## config.mk

```make
export PLATFORM = sky130hd
export DESIGN_NAME = mvna_queue
export DESIGN_NICKNAME = d
export VERILOG_FILES = /design/src/rtl/mvna_pkg.sv /design/src/rtl/mvna_queue.sv
export SDC_FILE = /design/constraint.sdc
export NUM_CORES = 1
export LEC_CHECK = 0
export BUFFER_PORTS_ARGS = -buffer_cell sky130_fd_sc_hd__buf_2
export CAP_MARGIN = 20
export CORE_ASPECT_RATIO = 1.5
export CORE_MARGIN = 2
export CORE_UTILIZATION = 30
export CTS_CLUSTER_DIAMETER = 60
export DETAILED_ROUTE_END_ITERATION = 10
export GPL_TIMING_DRIVEN = 0
export MAX_ROUTING_LAYER = met4
export SLEW_MARGIN = 10
export SYNTH_ARGS = -nofsm -noshare
export SYNTH_HDL_FRONTEND = slang
export SYNTH_SLANG_ARGS = --single-unit
```

## constraint.sdc

```tcl
create_clock -name clk -period 8.4 [get_ports clk]
set_input_delay 0.84 -clock clk [delete_from_list [all_inputs] [get_ports clk]]
set_output_delay 0.84 -clock clk [all_outputs]
set_load 0.1 [all_outputs]
```

## src/rtl/mvna_pkg.sv

```systemverilog
// Shared types and constants for the vertex normal accumulator.
// Used by every module under rtl/; depends on nothing.
`default_nettype none

package mvna_pkg;

  localparam int IDX_W    = 10;  // vertex index field width
  localparam int POS_IN_W = 16;  // coordinate field width on the port
  localparam int OUT_W    = 16;  // normal component width on the port
  localparam int MAG_W    = 30;  // normalized magnitudes lie in [2^29, 2^30)
  localparam int EDGE_W   = 34;  // difference of two coordinates, sign included
  localparam int VEC_W    = 62;  // cross product or sum, sign included
  localparam int ROOT_W   = 31;  // square root of the sum of squares
  localparam int IN_DATA_W  = 88;
  localparam int OUT_DATA_W = 64;

  typedef enum logic [1:0] {
    OP_WRITE = 2'd0,
    OP_TRI   = 2'd1,
    OP_READ  = 2'd2,
    OP_CLEAR = 2'd3
  } op_t;

  typedef enum logic [2:0] {
    K_WRITE,
    K_TRI,
    K_READ,
    K_READ_BAD,
    K_CLEAR
  } kind_t;

  typedef struct packed {
    kind_t               kind;
    logic [IDX_W-1:0]    vidx;
    logic [IDX_W-1:0]    a;
    logic [IDX_W-1:0]    b;
    logic [IDX_W-1:0]    c;
    logic [POS_IN_W-1:0] x;
    logic [POS_IN_W-1:0] y;
    logic [POS_IN_W-1:0] z;
  } cmd_t;

  typedef enum logic [3:0] {
    B_CLR,
    B_IDLE,
    B_T_RA,
    B_T_RB,
    B_T_RC,
    B_T_RD,
    B_CROSS,
    B_U_GO,
    B_U_WAIT,
    B_ACC_RD,
    B_ACC_WR,
    B_R_RD,
    B_OUT
  } back_state_t;

  typedef enum logic [2:0] {
    U_IDLE,
    U_CHK,
    U_NORM,
    U_SQ,
    U_SQRT,
    U_DPREP,
    U_DIV,
    U_FIN
  } unit_state_t;

endpackage

`default_nettype wire

```

## src/rtl/mvna_queue.sv

```systemverilog
// Two-entry request queue between the front and the back end.
// Depends on mvna_pkg.
`default_nettype none

module mvna_queue
  import mvna_pkg::*;
(
  input  wire logic clk,
  input  wire logic rst,
  input  wire logic push,
  input  wire cmd_t din,
  output logic      full,
  input  wire logic pop,
  output cmd_t      dout,
  output logic      empty
);

  cmd_t       mem [2];
  logic       wp, rp;
  logic [1:0] count;

  always_ff @(posedge clk) begin
    if (rst) begin
      wp    <= 1'b0;
      rp    <= 1'b0;
      count <= 2'd0;
    end else begin
      if (push) wp <= ~wp;
      if (pop) rp <= ~rp;
      count <= count + 2'(push) - 2'(pop);
    end
  end

  always_ff @(posedge clk) begin
    if (push) mem[wp] <= din;
  end

  assign full  = count == 2'd2;
  assign empty = count == 2'd0;
  assign dout  = mem[rp];

endmodule

`default_nettype wire

```

# Yosys cells after proc, flatten, opt, wreduce, memory -nomap -nowiden
# Memories as Yosys holds them, arrays and structs flattened. A register that Yosys moved wholly into a read port is not among the register bits.
# Index checks and enable logic that the tools add are counted.
[word_totals]
n_memories = 1
register_bits = 4
wordCells = 14
output_inout_bits = 93
inputBits = 95
ramBits = 182
[classes]
n_addsub = 2
n_eq_ne = 1
bitwise_logic = 2
reduce_logical = 1
n_mux = 4
[mem_list]
columns = ["memory", "words", "word_bits", "rd", "rd_ports_with_merged_regs", "wr", "line_no", "source"]
rows = [
  ["mem", 2, 91, 1, 1, 1, "mvna_queue.sv:18", "cmd_t mem [2];"],
]
[ops]
columns = ["op", "n"]
rows = [
  ["$mux 1", 4],
  ["$add 2x1->2", 1],
  ["$eq 2x2->1 const B", 1],
  ["$logic_not 2->1", 1],
  ["$not 1->1", 2],
  ["$sub 2x1->2", 1],
]

# Longest topological paths before layout
[logic_depth]
word_depth = 3
mapped_depth = 6
mapped_depth_nobuf = 6

# Worst setup path before layout
# OpenSTA, ideal clock, no wires.
[synth_path]
path_type = "input -> register"
startpoint = "input push"
endpoint = "memory mem[0][0] (netlist name) (enable)"
path_buffers = 0
arrival_time_ns = 4.808
setup_ns = 0.552
cell_stages = 1
required_time_ns = 7.848
setup_slack_ns = 3.040
cell_sequence = "nor2b_1"
[synth_via]
elab_chain_len = 2
[synth_rtl]
columns = ["element", "line_no", "source"]
rows = [
  ["start, declared", "mvna_queue.sv:10", "input wire logic push,"],
  ["$mux 1", "mvna_queue.sv:35", "if (push) mem[wp] <= din;"],
  ["$mux 1 (not written as such)", "mvna_queue.sv:35", ""],
  ["end, declared", "mvna_queue.sv:18", ""],
]
# Every way passes these cells.

==> summary.txt <==
Post-DRT Antenna Nets - 0
Root buf cell - clkbuf_16
Worst VDD drop - 0.127 mV
Post-synth cell types - 13
Period utilisation layout - 31.5%
Hold EP - rp$_SDFFE_PP0P_
Fin area - 9250 um2
Arrival @ worst endpoint - 1810 ps
Global router's overall resource usage - 11.1%
Relative slew slack - 57.8%
Max Clk Rate - 378 MHz
CP Cell Sequence - buf_6, buf_12, mux2_4, buf_2
Final TNS setup - 0 ps
Num CTS Buffers - 17
Drt first pass iters - 4
# H-tree levels - 4
Syn Nets - 401
Clk buf depth - 2
Via count - 3519
WP depth - 4
Largest net degree at the start of global routing - 51
Core region area - 23700 um2
Total of max-cap violations - 0
Skew-Pair Late Insertion Delay - 430 ps
Fin. Hold Viols - 0
Largest area contributor in the netlist - edfxtp_1
Cell depth of the worst hold path - 2
Worst reg-to-reg setup slack - 6710 ps
Main area contributors after synthesis - edfxtp_1, mux2_4, buf_12
RSZ-0062 raised after global routing - no
Count of input and output buffers - 187
GR Layer Usage met3 - 3.95%
R2r endpoint - mem[1][3]$_DFFE_PP_
Cell family with most CP delay - buffers and inverters
Status - finished, final reports clean
Slew @ Worst Pin - 634 ps
Clock Skew - 5.51 ps
WP data required - 7560 ps
Nets - 611
Max Slew Vio Count - 0
# Post-CTS Setup Buffers - 0
DIE HEIGHT - 194 um
Synthesized area - 7240 um2
Crit Path Max Fanout - 10
Post-DP HPWL - 9.64 mm
Hold buffers post-CTS - 0
Initial antenna violation count - 4
DIE AREA - 25400 um2
P_leak - 3.63 nW
CP peak stage delay - 320 ps
Crit Path Category - reg -> out
Reg2Reg Depth - 2
Post-cts sizing count - 0
Avg Cell Area, Syn - 23.8 um2
YS warnings - 0
Layer with the highest usage - met2
Final setup viols - 0
Io pins - 188
Number of DRC markers in iteration 0 - 186
DR vias/cell - 4.14
WP buf/inv - 3
R2r startpoint - wp$_SDFFE_PP0P_
Cell count after synthesis - 304
Slowest cell on the critical path - dfxtp_1
Worst Hold Class - reg -> reg
Share of cells above drive strength 1 - 60.9%
Total gr overflow - 0
#FFs+latches synth - 187
Post-DP Area - 8680 um2
Crit path launch type - register
# DRC - 0
Sink Count - 187
Power Dens Cells - 271 nW/um2
Routed wire length - 13.6 mm
P&R area growth vs syn - 27.8%
Met1 Resource Use GR - 10.4%
Die Wd - 131 um
CTS tree - built
Min-Delay Startpoint - rp$_SDFFE_PP0P_
Synth top area share - 75.5%
Crit path capture type - output port
First-pass GRT wire length - 20.2 mm
Vias in the first global route - 3865
Starting Density - 30.5%
Wire per inst - 16.0 um
Met2 usage - 19.4%
GPL Wtd Cong - 0.687
Num rows - 69
Register area share after synthesis - 76.9%
Clk pin slew, worst setup/hold paths - 60 ps
Min Tclk post-route - 2650 ps
Yosys cell counts:
cell and count:
edfxtp_1 182, mux2_4 90, buf_12 9, dfxtp_1 5, nor2_1 5, nor2b_1 3, ha_1 2, inv_1 2
xnor2_1 2, and2_1 1, buf_6 1, mux2_2 1, xnor3_1 1
registers in the layout, indices dropped and copies added, names as in the netlist, named ones only:
| name | cells |
|---|---|
| mem | 182 |
| count | 2 |
| rp | 1 |
| wp | 1 |
kinds of logic (layout without fill, tap and decap cells):
family	count (synthesis)	count (layout)	synth area share (%)
other	0	4	0
flip-flops	187	187	76.9
XOR/XNOR	3	3	0.553
multiplexers	91	91	18.8
AND/OR/NAND/NOR	9	9	0.605
buffers and inverters	12	235	2.75
adder cells (fa/ha/maj)	2	2	0.346
worst reg2reg max path, stage by stage, from the launching register on:
cell     delay (ps)
dfxtp_1         420
and2_4          580
buf_16          340
worst max path at each step:
stage,from,to,slack [ps]
after detailed placement,push,mem[1][80]$_DFFE_PP_,6120
after CTS,register,dout[73],5700
after floorplan,push,mem[0][0]$_DFFE_PP_,3040
after global routing,register,dout[73],5660
after global placement,push,mem[0][80]$_DFFE_PP_,790
final,register,dout[73],5750
layer usage:
layer | wire length [um] | vias to the layer above
li1 | - | 1627
met1 | 4610 | 1755
met2 | 7610 | 113
met3 | 961 | 24
met4 | 390 | 0
met5 | 0 | -
power by group:
part,internal (mW),switching (mW)
registers,1.09,0.0154
logic,0.156,0.484
clock network,0.435,0.328
total,1.68,0.827
cells in the final DEF, fill, tap and decap left out, types with 4 or more instances in the layout:
cell type	Yosys	final
clkinv_2	0	4
buf_12	9	11
mux2_4	90	90
diode_2	0	4
buf_2	0	187
dfxtp_1	5	5
edfxtp_1	182	182
clkbuf_16	0	17
nor2_1	5	5
through the flow:
step                      utilization [%]  std cells  total power, mW  hold slack, ps  worst slack, ps
after floorplan                         -        304             1.67             480             3040
after global placement               36.1        810             1.76             499              790
after detailed placement             36.5        814             1.77             527             6120
after CTS                            38.9        846             2.54             542             5700
after global routing                 38.9        850             2.60             575             5660
final                                38.9        850             2.51             533             5750
final cells by class:
class | instances | area [um2]
Timing Repair Buffer | 191 | 1030
Multi-Input combinational cell | 105 | 1480
Fill cell | 2198 | 14500
Inverter | 2 | 7.51
Sequential cell | 187 | 5570
Antenna cell | 4 | 10.0
Tap cell | 319 | 399
Clock inverter | 13 | 126
Clock buffer | 19 | 433
Buffer | 10 | 191
No activity file was read; power rests on OpenSTA's default activity.
